--- src/design/aetiu_pkg.sv ---
// Shared types, constants and the sine table for the aging element table instancer.
// No dependencies.
package aetiu_pkg;

  localparam int MAX_LIVE = 48;
  localparam int CNT_W    = $clog2(MAX_LIVE + 1);
  localparam int AGE_W    = 21;

  localparam logic [AGE_W-1:0] AGE_SAT = '1;

  // fixed-point constants
  localparam int MAX_AGE_OFS = 2621;
  localparam int MAX_AGE_K   = 91750;
  localparam int BASE_OFS    = 3277;
  localparam int BASE_K      = 19661;
  localparam int FA_OFS      = 26214;
  localparam int FA_K        = 39322;
  localparam int RAMP_K      = 104858;
  localparam int RAMP_OFS    = 19661;
  localparam int G_K         = 117965;
  localparam int X_K         = 13107;
  localparam int PHASE_K     = 417215;
  localparam int ONE_Q16     = 65536;
  localparam int HALF_Q16    = 32768;

  typedef enum logic [1:0] {
    CMD_FRAME_START = 2'd0,
    CMD_ELEMENT     = 2'd1,
    CMD_FRAME_END   = 2'd2,
    CMD_UNUSED      = 2'd3
  } cmd_t;

  localparam logic [1:0] REG_SIZE   = 2'd0;
  localparam logic [1:0] REG_SPREAD = 2'd1;
  localparam logic [1:0] REG_TRAIL  = 2'd2;

  typedef struct packed {
    logic             valid;
    logic [15:0]      ident;
    logic [15:0]      position;
    logic [15:0]      amplitude;
    logic [AGE_W-1:0] age;
  } entry_t;

  typedef enum logic [1:0] {
    CELL_HOLD  = 2'd0,
    CELL_AGE   = 2'd1,
    CELL_SHIFT = 2'd2,
    CELL_PACK  = 2'd3
  } cell_op_t;

  typedef struct packed {
    cell_op_t    op;
    logic [15:0] dt;
  } cell_ctl_t;

  typedef struct packed {
    logic [13:0] x;
    logic [11:0] y;
    logic [15:0] scale;
    logic [15:0] red;
    logic [15:0] green;
    logic [15:0] blue;
  } inst_res_t;

  // quarter wave of 0.3*sin, 1/65536 units
  function automatic logic [14:0] sine_q(input logic [4:0] idx);
    logic [14:0] v;
    unique case (idx)
      5'd0:    v = 15'd0;
      5'd1:    v = 15'd1927;
      5'd2:    v = 15'd3836;
      5'd3:    v = 15'd5707;
      5'd4:    v = 15'd7524;
      5'd5:    v = 15'd9268;
      5'd6:    v = 15'd10923;
      5'd7:    v = 15'd12473;
      5'd8:    v = 15'd13902;
      5'd9:    v = 15'd15198;
      5'd10:   v = 15'd16347;
      5'd11:   v = 15'd17339;
      5'd12:   v = 15'd18164;
      5'd13:   v = 15'd18814;
      5'd14:   v = 15'd19283;
      5'd15:   v = 15'd19566;
      default: v = 15'd19661;
    endcase
    return v;
  endfunction

endpackage

--- src/design/aetiu_cell.sv ---
// One table slot of the element chain: holds an entry, ages it, shifts or packs it.
// Depends on aetiu_pkg.
module aetiu_cell
  import aetiu_pkg::*;
(
  input  logic      clk,
  input  logic      rst_n,
  input  cell_ctl_t ctl,
  input  logic      left_valid,
  input  entry_t    right,
  output entry_t    cur
);

  entry_t             entry_r;
  entry_t             entry_nxt;
  logic [AGE_W:0]     age_sum;

  always_comb begin
    age_sum   = {1'b0, entry_r.age} + (AGE_W + 1)'(ctl.dt);
    entry_nxt = entry_r;
    unique case (ctl.op)
      CELL_AGE: begin
        entry_nxt.age = age_sum[AGE_W] ? AGE_SAT : age_sum[AGE_W-1:0];
      end
      CELL_SHIFT: begin
        entry_nxt = right;
      end
      CELL_PACK: begin
        // valid entries step left into a gap
        if (!entry_r.valid && right.valid) begin
          entry_nxt = right;
        end else if (entry_r.valid && !left_valid) begin
          entry_nxt.valid = 1'b0;
        end
      end
      default: begin
        entry_nxt = entry_r;
      end
    endcase
  end

  always_ff @(posedge clk) begin
    if (!rst_n) begin
      entry_r.valid <= 1'b0;
    end else begin
      entry_r <= entry_nxt;
    end
  end

  assign cur = entry_r;

endmodule

--- config.mk ---
export PLATFORM = sky130hd
export DESIGN_NAME = aetiu_cell
export DESIGN_NICKNAME = d
export VERILOG_FILES = /design/src/design/aetiu_pkg.sv /design/src/design/aetiu_cell.sv
export SDC_FILE = /design/constraint.sdc
export NUM_CORES = 1
export LEC_CHECK = 0
export BUFFER_PORTS_ARGS = -buffer_cell sky130_fd_sc_hd__buf_2
export CORE_ASPECT_RATIO = 1.4
export CORE_UTILIZATION = 47
export CTS_CLUSTER_DIAMETER = 80
export CTS_CLUSTER_SIZE = 28
export DETAILED_ROUTE_END_ITERATION = 12
export GPL_TIMING_DRIVEN = 0
export HOLD_SLACK_MARGIN = 0.12
export PLACE_DENSITY = 0.81
export SKIP_CTS_REPAIR_TIMING = 1
export SLEW_MARGIN = 20
export SYNTH_ARGS = -nofsm -noshare
export SYNTH_HDL_FRONTEND = slang
export SYNTH_SLANG_ARGS = --single-unit
--- constraint.sdc ---
create_clock -name clk -period 5.92 [get_ports clk]
set_clock_uncertainty 0.2 [all_clocks]
set_input_delay 0.888 -clock clk [delete_from_list [all_inputs] [get_ports clk]]
set_output_delay 0.888 -clock clk [all_outputs]
set_load 0.02 [all_outputs]
; Yosys cells after proc, flatten, opt, wreduce, memory -nomap -nowiden
; Cells that the tools add are included.
; Widths: inputs -> output; s select.
[totals]
regBits = 70
latch_bits = 0
mem_bits_rw = 0
mem_bits_ro = 0
input_bits = 91
output_inout_bits = 70
wordCells = 26
memories = 0
[op_classes]
add_sub_neg = 1
multipliers = 0
div = 0
magnitude_cmp = 0
eq_ne = 5
n_shift = 0
n_mux = 6
bitwise = 0
n_reduce_logical = 9
[op_table]
columns = cell, n
row1 = $pmux 49 s2, 1
row2 = $mux 69, 1
row3 = $pmux 21 s3, 1
row4 = $add 21x16->22, 1
row5 = $mux 21, 1
row6 = $reduce_and 3->1, 2
row7 = $eq 2x2->1 const B, 2
row8 = $ne 3x3->1 const B, 1
row9 = $reduce_bool 3->1, 1
row10 = $eq 2x1->1 const B, 1
row11 = $logic_and 1x1->1, 2
row12 = $logic_not 1->1, 2
row13 = $mux 1, 2
row14 = $ne 2x2->1 const B, 1
row15 = $reduce_and 2->1, 1
row16 = $reduce_bool 2->1, 1

; Depth between registers and ports, before layout
; Gate-level depths: netlist of run 1.
[logic_depth]
depth_word = 5
ltp_mapped = 9
depth_no_buf = 9

; Worst setup path after synthesis of run 1
; Ideal clock, no wire load.
[synth_path]
path_kind = input-to-reg
start = in ctl[17] in the netlist's numbering
end = reg entry_r (netlist bit cur[0]) (enable)
setup_time_ns = 0.403
arrival_ns = 4.393
required_ns = 5.317
path_slack_ns = 0.923
stages = 4
n_path_buf = 1
path_cell_list = clkbuf_1 nand2_1 a21oi_1 o21bai_1
[synth_via]
elab_chain_cells = 3
elab_cells_between_ends = 6
[synth_rtl]
columns = item, line
row1 = from (decl), aetiu_cell.sv:8  ; input cell_ctl_t ctl,
row2 = $eq 2x2->1 / $eq 2x1->1 (equally long branches), aetiu_cell.sv:21  ; unique case (ctl.op)
row3 = $ne 2x2->1 (no source line) / $reduce_bool 3->1 (equally long branches), n/a
row4 = $reduce_and 3->1 (no source line) *, n/a
row5 = to (signal assigned), aetiu_cell.sv:46  ; entry_r <= entry_nxt;
row6 = to (decl), aetiu_cell.sv:14  ; entry_t entry_r;
; Every way passes the cells marked *; elsewhere a longest branch is shown, timed or not.
; A chain may end at the register's enable or synchronous reset.

==> results of run 1 <==
cell families (layout without fill, tap and decap cells):
kind of cell / after synthesis / after routing
adders and majority gates: 17 / 17
muxes: 1 / 1
DFF: 70 / 70
buffers and inverters: 27 / 204
AOI/OAI and AO/OA: 88 / 88
xor gates and xnor gates: 15 / 15
and+or+nand+nor: 61 / 61
critical path, stage by stage:
cell      delay (ns)
buf_2           0.09
ha_1            0.18
inv_1           0.06
fa_1            0.39
nand2b_1        0.17
a21oi_1         0.24
o21a_1          0.30
o21ai_1         0.12
mux2_1          0.32
o41a_1          0.37
metal layers:
metal  track usage (%)  routed length, µm
met2              39.5               4230
met5                 0                 24
met3              12.2               1080
met1              23.7               3020
met4              12.0                231
power groups by stage:
stage	registers, W	logic [W]	clock network, W
global route	0.000595	0.000314	0.000355
detailed placement	0.000603	0.000281	0
floorplan	0.000636	0.000155	0
finish	0.000592	0.000283	0.000329
CTS	0.000592	0.000283	0.000339
global placement	0.000604	0.000271	0
worst max path at each step:
| stage | start | to | slack, ns | cells past startpoint |
|---|---|---|---|---|
| detailed placement | ctl[0] | cur[18] | 2.36 | 10 |
| floorplan | ctl[17] | cur[0] | 0.92 | 4 |
| global route | ctl[0] | cur[18] | 2.54 | 10 |
| global placement | ctl[17] | cur[3] | -0.31 | 5 |
| CTS | ctl[0] | cur[18] | 2.73 | 10 |
| finish | ctl[0] | cur[18] | 2.67 | 10 |
metrics by stage:
step | utilization (%) | std cells | TNS (ns) | cell area, µm²
5_1_grt | 65.3 | 551 | 0 | 4590
3_5_place_dp | 63.0 | 535 | 0 | 4430
4_1_cts | 65.3 | 551 | 0 | 4590
2_1_floorplan | - | 279 | 0 | 3460
6_report | 65.3 | 551 | 0 | 4590
3_3_place_gp | 62.3 | 534 | -6.47 | 4380
placed cells by master, fill, tap and decap left out, types with 2 or more instances in the layout:
cell,Yosys,final
a211oi_1,3,3
a21boi_1,2,2
a21o_1,8,8
a21oi_1,36,35
a22oi_1,3,3
a31oi_1,3,3
buf_2,3,163
clkbuf_1,6,6
clkbuf_8,0,9
clkinv_2,0,3
clkinvlp_4,0,3
edfxtp_1,69,69
ha_1,16,16
inv_1,17,17
nand2_1,14,14
nand2b_1,5,5
nand3_1,3,3
nand4_1,4,4
nor2_1,10,10
nor2b_1,7,7
nor3_1,11,11
o211ai_1,5,5
o21a_1,2,2
o21ai_0,5,5
o21ai_1,4,4
o21bai_1,3,2
o31ai_1,3,3
or3_1,3,3
xnor2_1,13,13
xor2_1,2,2
synth_stat cells (all sizes together), types with 4 or more instances:
cell    count  share of area, %
inv        17               1.8
xnor2      13               3.3
nand4       4              0.72
ha         16               5.8
o211ai      5               1.1
a21o        8               1.7
a211oi      4               1.0
nand2b      5              0.90
o21ai       9               1.3
nor2b       7               1.3
edfxtp     69                60
clkbuf      6              0.65
nor2       10               1.1
nor3       11               1.6
nand2      14               1.5
a21oi      36               5.2
cell type report:
cell class | instances | area [µm²]
fillers | 542 | 2430
flip-flops and latches | 70 | 2090
multi-input cells | 182 | 1270
repair buffers | 161 | 828
clock buffers | 9 | 124
well taps | 95 | 119
inverters | 18 | 81.3
clock inverters | 7 | 41.3
plain buffers | 9 | 37.5
==> impl_metrics.py, run 1 <==
metrics = {
    "detailed_routing": {
        "firstDrtPassIters": 4,
        "wire_per_inst_um": 15.6,
        "drt_iter0_markers": 157,
        "drcViolationCount": 0,
        "antenna_left": 0,
        "via_per_inst": 5.29,
        "drt_wl_total_um": 8590,
        "dr_total_vias": 2913,
    },
    "pwr": {
        "leakage_nw": 1.98,
        "power_frac_comb_pct": 23.5,
        "p_clk_share_pct": 27.3,
        "seqPwrFrac_pct": 49.2,
        "p_sw_w": 0.000356,
        "total_power_w": 0.00120,
        "power_density_nw_per_um2": 262,
        "swShare_pct": 29.6,
        "max-vdd-ir-drop_uv": 177,
        "internal-power_w": 0.000848,
    },
    "finish": {
        "areaGrowthSynthToFinish_pct": 32.8,
        "largest_reg_flops": 70,
        "final_nets": 559,
        "n_antenna_cell": 0,
        "drive_above_1_share_pct": 40.6,
    },
    "yosys": {
        "synth.net_count": 387,
        "muxShareOfSynthArea_pct": 0.326,
        "synth_edf_count": 69,
        "synth_cell_types": 46,
        "synthAdderAreaFrac_pct": 6.37,
        "synth_simple_gate_area_share_pct": 8.98,
        "yosysWarnings": 0,
        "synthArstFlopShare_pct": 0,
        "syn_area_um2": 3460,
        "synth-xor-area-share_pct": 3.80,
        "syn-instance-count": 279,
        "synth_top_family_by_area": "compound AO/OA/AOI/OAI gates",
        "synth_compound_area_share_pct": 16.6,
        "yosysSeqAreaShare_pct": 60.5,
        "ys_dominant_reg_cell": "edfxtp_1",
        "ys_seq_elements": 70,
        "syn_area_per_cell_um2": 12.4,
    },
    "timing": {
        "setup_viol": 0,
        "slew_headroom_pct": 49.0,
        "clock.fmax_ghz": 0.307,
        "tightest_slew_ns": 0.763,
        "slew_violations": 0,
        "finalCritPeriodShare_pct": 55.0,
        "hold_viol_final": 0,
        "layout_min_cycle_time_ns": 3.25,
        "setup_ws_ns": 2.67,
        "rsz0062_at_grt": "no",
        "timing.hold.ws_ns": 0.341,
    },
    "global_route": {
        "grt_pass1_vias": 2996,
        "grt_pass1_wl_um": 13300,
        "grt_use_total_pct": 23.6,
        "antenna_found_initial": 2,
        "grt_max_degree": 29,
        "overflow": 0,
    },
    "worst_hold_path": {
        "hold_start": "cur[69]",
        "holdPathEnd": "cur[69]",
        "hold_class": "reg -> reg",
        "hold_depth": 2,
    },
    "run": {
        "maxCapViolCount": 0,
    },
    "worst_setup_path": {
        "startpoint_type": "primary input",
        "rrSetupSlack_ns": 2.92,
        "r2r-end": "cur[18]",
        "reg2reg_depth": 9,
        "crit_arrival_ns": 3.13,
        "critical_path_class": "in -> reg",
        "crit_required_ns": 5.80,
        "r2r_start": "cur[0]",
        "end_kind": "flop",
        "crit_fanout": 4,
    },
    "die": {
        "die_area_um2": 7710,
        "die_h_um": 103,
        "num_rows": 36,
        "ios": 161,
        "die_w_um": 74.5,
        "core_um2": 7030,
        "initial_core_util_pct": 49.2,
    },
    "placement": {
        "port-buffer-count": 160,
        "place_congestion": 0.933,
        "dp_hpwl_um": 6690,
        "dpl_worst_slack_ns": 2.36,
    },
    "clock_network": {
        "htreeDepth": 3,
        "cts_buffers": 9,
        "path_clk_slew_ns": 0.08,
        "cts_root_buffer": "clkbuf_8",
        "cts_max_path_buffers": 2,
        "cts.sinks": 70,
        "cts_tree": "built",
        "clk_latency_ns": 0.34,
    },
    "outcome": {
        "status": "complete, no violations",
    },
}
(Power assumes the default switching activity.)
==> run 2, diff against run 1 <==
--- a/config.mk
+++ b/config.mk
@@ -7,13 +7,13 @@
 export LEC_CHECK = 0
 export BUFFER_PORTS_ARGS = -buffer_cell sky130_fd_sc_hd__buf_2
 export CORE_ASPECT_RATIO = 1.4
-export CORE_UTILIZATION = 47
+export CORE_UTILIZATION = 42
 export CTS_CLUSTER_DIAMETER = 80
 export CTS_CLUSTER_SIZE = 28
 export DETAILED_ROUTE_END_ITERATION = 12
 export GPL_TIMING_DRIVEN = 0
 export HOLD_SLACK_MARGIN = 0.12
-export PLACE_DENSITY = 0.81
+export PLACE_DENSITY = 0.76
 export SKIP_CTS_REPAIR_TIMING = 1
 export SLEW_MARGIN = 20
 export SYNTH_ARGS = -nofsm -noshare
==> constraint.sdc (replaced) <==
create_clock -name clk -period 2.75 [get_ports clk]
set_clock_uncertainty 0.2 [all_clocks]
set_input_delay 0.4125 -clock clk [delete_from_list [all_inputs] [get_ports clk]]
set_output_delay 0.4125 -clock clk [all_outputs]
set_load 0.02 [all_outputs]
==> run 2 against run 1 <==
Against the previous run: cell count grew 11%; utilization grew 1.9 points; critical endpoint unchanged; first-iteration DRC count shrank 3.2%; clock-buffer cell count grew 2; critical path type is now reg -> reg; clock power grew to 3.2 times the previous value; register-to-register slack lost 2.9 ns; cell area grew 15%; sequential cell count is the same; highest routed layer is now met4; routed wire length grew 18%; hold slack lost 0.18 ns; largest cell class unchanged; global-route usage shrank 2.7 points.
==> impl_metrics.py, run 2 (synthesis gave the netlist of run 1 again) <==
metrics = {
    "outcome": {
        "status": "complete, no violations",
    },
    "timing": {
        "slew_headroom_pct": 53.1,
        "finalCritPeriodShare_pct": 98.3,
        "tightest_slew_ns": 0.702,
        "hold_viol_final": 0,
        "slew_violations": 0,
        "layout_min_cycle_time_ns": 2.70,
        "setup_viol": 0,
        "rsz0062_at_grt": "no",
        "clock.fmax_ghz": 0.370,
    },
    "detailed_routing": {
        "antenna_left": 0,
        "drcViolationCount": 0,
        "dr_total_vias": 3140,
        "drt_iter0_markers": 152,
        "wire_per_inst_um": 16.6,
        "via_per_inst": 5.16,
        "firstDrtPassIters": 4,
        "drt_wl_total_um": 10100,
    },
    "clock_network": {
        "cts.sinks": 70,
        "cts_tree": "built",
        "htreeDepth": 3,
        "path_clk_slew_ns": 0.07,
        "cts_max_path_buffers": 2,
        "clk_latency_ns": 0.34,
        "cts_root_buffer": "clkbuf_8",
        "cts_buffers": 9,
    },
    "die": {
        "ios": 161,
        "die_w_um": 78.7,
        "core_um2": 7850,
        "die_area_um2": 8600,
        "initial_core_util_pct": 44.1,
        "num_rows": 38,
        "die_h_um": 109,
    },
    "worst_setup_path": {
        "crit_required_ns": 2.63,
        "critical_path_class": "reg -> reg",
        "crit_arrival_ns": 2.59,
        "end_kind": "flop",
        "startpoint_type": "flop",
        "crit_fanout": 3,
    },
    "pwr": {
        "power_density_nw_per_um2": 570,
        "internal-power_w": 0.00220,
        "max-vdd-ir-drop_uv": 620,
        "power_frac_comb_pct": 23.1,
        "total_power_w": 0.00301,
        "p_clk_share_pct": 34.5,
        "seqPwrFrac_pct": 42.4,
        "p_sw_w": 0.000814,
        "leakage_nw": 2.26,
        "swShare_pct": 27.0,
    },
    "placement": {
        "place_inst": 541,
        "dp_hpwl_um": 6780,
        "place_congestion": 0.907,
        "port-buffer-count": 160,
    },
    "finish": {
        "fill_cells": 598,
        "largest_reg_flops": 70,
        "seqCellArea_um2": 2090,
        "areaGrowthSynthToFinish_pct": 52.7,
        "mostFrequentLayoutCells": "162 x buf_2, 69 x edfxtp_1, 48 x dlygate4sd3_1",
        "drive_above_1_share_pct": 39.4,
        "final_common_cell": "buf_2",
        "final_nets": 611,
        "utilization_pct": 67.3,
        "instances_no_fill": 609,
        "multi_input_area_um2": 1330,
    },
    "global_route": {
        "antenna_found_initial": 0,
        "grt_max_degree": 26,
        "grt_pass1_vias": 2956,
        "grt_use_total_pct": 20.9,
        "overflow": 0,
        "grt_pass1_wl_um": 13100,
    },
    "run": {
        "maxCapViolCount": 0,
    },
    "worst_hold_path": {
        "hold_class": "in -> reg",
    },
}
-- run 2: changes by cell type in the layout (fill, tap and decap cells not counted), moves of 2 or more --
cell           previous run  this run
buf_4                     0         4
clkinv_2                  3         0
dlygate4sd3_1             0        48
bufinv_16                 0         3
clkinvlp_4                3         1
ha_1                     16        14
-- run 2: per-layer routing --
layer | track usage (%) | wire, µm
met5 | 0 | 0
met4 | 11.4 | 242
met3 | 8.63 | 1070
met2 | 37.8 | 5180
met1 | 19.9 | 3610
-- run 2: worst paths after layout --
| check | startpoint | end | cells past startpoint | slack, ns |
|---|---|---|---|---|
| hold / removal | right[0] | cur[0] | 3 | 0.16 |
| setup / recovery | cur[0] | cur[18] | 9 | 0.05 |
| hold reg to reg | cur[69] | cur[69] | 2 | 0.35 |
| setup reg to reg | cur[0] | cur[18] | 9 | 0.05 |
-- run 2: cell type report --
class | count | area share (%)
timing repair buffer | 213 | 25.7
clock inverter | 5 | 2.01
inverter | 18 | 1.54
clock buffer | 11 | 2.68
sequential | 70 | 39.6
buffer | 9 | 0.758
antenna | 1 | 0.0474
tap | 100 | 2.37
multi-input combinational | 182 | 25.2
-- run 2: worst max-delay path: stages (launching register included) --
cell	delay (ns)
edfxtp_1	0.35
ha_2	0.20
inv_1	0.06
fa_2	0.35
nand2b_4	0.17
a21oi_4	0.15
o21a_2	0.19
o21ai_1	0.09
mux2_1	0.32
o41a_1	0.36
-- run 2: power groups by stage --
stage	clock (W)	combinational [W]	sequential [W]
detailed placement	0	0.000620	0.00130
CTS	0.00105	0.000622	0.00127
floorplan	0	0.000341	0.00137
global route	0.00111	0.000757	0.00128
global placement	0	0.000596	0.00130
finish	0.00104	0.000696	0.00128
-- run 2: per-stage QoR --
stage	worst slack [ns]	area, µm²	setup TNS (ns)	hold WS [ns]
floorplan	0.00311	3490	0	0.311
global placement	-0.702	4410	-18.13	0.299
detailed placement	-0.261	4480	-2.46	0.338
CTS	-0.166	4720	-0.850	0.0176
global route	0.00882	5280	0	0.142
finish	0.0463	5280	0	0.161
==> run 3, diff against run 2 <==
--- a/config.mk
+++ b/config.mk
@@ -6,7 +6,7 @@
 export NUM_CORES = 1
 export LEC_CHECK = 0
 export BUFFER_PORTS_ARGS = -buffer_cell sky130_fd_sc_hd__buf_2
-export CORE_ASPECT_RATIO = 1.4
+export CORE_ASPECT_RATIO = 2
 export CORE_UTILIZATION = 42
 export CTS_CLUSTER_DIAMETER = 80
 export CTS_CLUSTER_SIZE = 28
==> constraint.sdc (replaced) <==
create_clock -name clk -period 2.75 [get_ports clk]
set_clock_uncertainty 0.2 [all_clocks]
set_input_delay 0.4125 -clock clk [delete_from_list [all_inputs] [get_ports clk]]
set_output_delay 0.4125 -clock clk [all_outputs]
set_load 0.005 [all_outputs]
==> run 3 against run 2 <==
Against the previous run: power grew 5.3%; die area grew 0.19%; sequential share of layout area shrank 0.22 points; via count grew 0.19%; clock-buffer cell count shrank 2; combinational power shrank 8.9%; critical path depth is the same; cell area grew 0.57%; hold slack gained 0.023 ns; clock power grew 21%; sequential power is essentially flat; fmax grew 0.22%; critical path type unchanged.
==> impl_metrics.py, run 3 (synthesis gave the netlist of run 1 again) <==
metrics = {
    "outcome": {
        "status": "complete, no violations",
    },
    "global_route": {
        "grt_use_total_pct": 21.3,
        "overflow": 0,
        "grt_pass1_wl_um": 13300,
        "grt_max_degree": 28,
        "antenna_found_initial": 0,
        "grt_pass1_vias": 3008,
    },
    "clock_network": {
        "cts_buffers": 9,
        "path_clk_slew_ns": 0.06,
        "cts_root_buffer": "clkbuf_16",
        "htreeDepth": 3,
        "clk_latency_ns": 0.32,
        "cts.sinks": 70,
        "cts_tree": "built",
        "cts_max_path_buffers": 2,
    },
    "worst_setup_path": {
        "crit_fanout": 3,
        "crit_end": "cur[18]",
        "crit_required_ns": 2.62,
        "rrSetupSlack_ns": 0.05,
        "startpoint": "cur[0]",
        "startpoint_type": "flop",
        "end_kind": "flop",
        "reg2reg_depth": 9,
        "r2r-end": "cur[18]",
        "crit_arrival_ns": 2.57,
        "critical_path_class": "reg -> reg",
        "r2r_start": "cur[0]",
    },
    "detailed_routing": {
        "firstDrtPassIters": 4,
        "antenna_left": 0,
        "via_per_inst": 5.23,
        "dr_total_vias": 3146,
        "drt_iter0_markers": 158,
        "wire_per_inst_um": 17.2,
        "drt_wl_total_um": 10300,
        "drcViolationCount": 0,
    },
    "pwr": {
        "max-vdd-ir-drop_uv": 461,
        "leakage_nw": 2.28,
        "total_power_w": 0.00317,
        "power_density_nw_per_um2": 597,
    },
    "finish": {
        "stdcell_area_um2": 5310,
        "fill_cells": 581,
        "largest_reg_flops": 70,
        "areaGrowthSynthToFinish_pct": 53.6,
        "final_nets": 610,
        "final_common_cell": "buf_2",
        "n_antenna_cell": 0,
        "mostFrequentLayoutCells": "162 x buf_2, 69 x edfxtp_1, 48 x dlygate4sd3_1",
        "drive_above_1_share_pct": 39.1,
    },
    "die": {
        "core_um2": 7940,
        "num_rows": 46,
        "die_area_um2": 8620,
        "die_h_um": 130,
        "initial_core_util_pct": 43.5,
        "ios": 161,
        "die_w_um": 66.2,
    },
    "timing": {
        "setup_viol": 0,
        "tightest_slew_ns": 0.772,
        "slew_violations": 0,
        "clock.fmax_ghz": 0.371,
        "slew_headroom_pct": 48.4,
        "rsz0062_at_grt": "yes",
        "hold_viol_final": 0,
        "finalCritPeriodShare_pct": 98.1,
        "layout_min_cycle_time_ns": 2.70,
    },
    "placement": {
        "port-buffer-count": 160,
        "dp_hpwl_um": 6910,
        "dpl_cell_area_um2": 4430,
        "place_congestion": 0.890,
    },
    "worst_hold_path": {
        "hold_class": "in -> reg",
    },
    "run": {
        "maxCapViolCount": 0,
    },
}
-- run 3: critical path, stage by stage, from the launching register on --
cell      delay, ns
edfxtp_1       0.44
ha_4           0.20
inv_1          0.06
fa_2           0.21
nand2b_4       0.13
a21oi_2        0.06
o21a_2         0.24
o21ai_1        0.20
mux2_1         0.35
o41a_1         0.36
-- run 3: power by group --
group	leakage (nW)	switching, W	total [W]	internal (W)
clock network	0.153	0.000462	0.00126	0.000797
registers	0.649	0.0000258	0.00128	0.00125
logic	1.48	0.000324	0.000634	0.000310
total	2.28	0.000811	0.00317	0.00236
-- run 3: final cells by class --
class,instances,area [µm²],share of cell area [%]
Tap cell,96,120,2.26
Timing Repair Buffer,212,1330,25.1
Clock buffer,9,225,4.24
Inverter,18,81.3,1.53
Sequential cell,70,2090,39.4
Multi-Input combinational cell,182,1320,24.9
Clock inverter,6,93.8,1.77
Buffer,9,43.8,0.825
-- run 3: metal layers --
layer  track usage, %  up-vias  part of all wire, %
met1             18.7     1450                   34
met4             13.3        0                  3.3
met5                0        -                    0
met2             39.6      167                   54
li1                 -     1505                    -
met3             7.34       24                  8.5
-- run 3: how the worst min path moves through the flow --
stage,slack (ns),from,cells after the start,endpoint
6_report,0.18,right[0],3,cur[0]
5_1_grt,0.19,rst_n,2,cur[69]
4_1_cts,0.05,right[67],1,cur[67]
3_5_place_dp,0.34,cur[69],2,cur[69]
3_3_place_gp,0.30,cur[69],2,cur[69]
2_1_floorplan,0.30,cur[69],2,cur[69]
-- run 3: per-stage QoR --
stage	util, %	hold slack (ns)	setup TNS (ns)	std cells	setup slack [ns]
finish	66.8	0.184	0	602	0.0523
global route	66.8	0.188	-0.191	602	-0.0418
CTS	59.8	0.0459	-1.69	551	-0.214
detailed placement	55.8	0.336	-4.73	536	-0.314
global placement	55.4	0.296	-17.05	535	-0.661
floorplan	-	0.298	0	279	0.0325
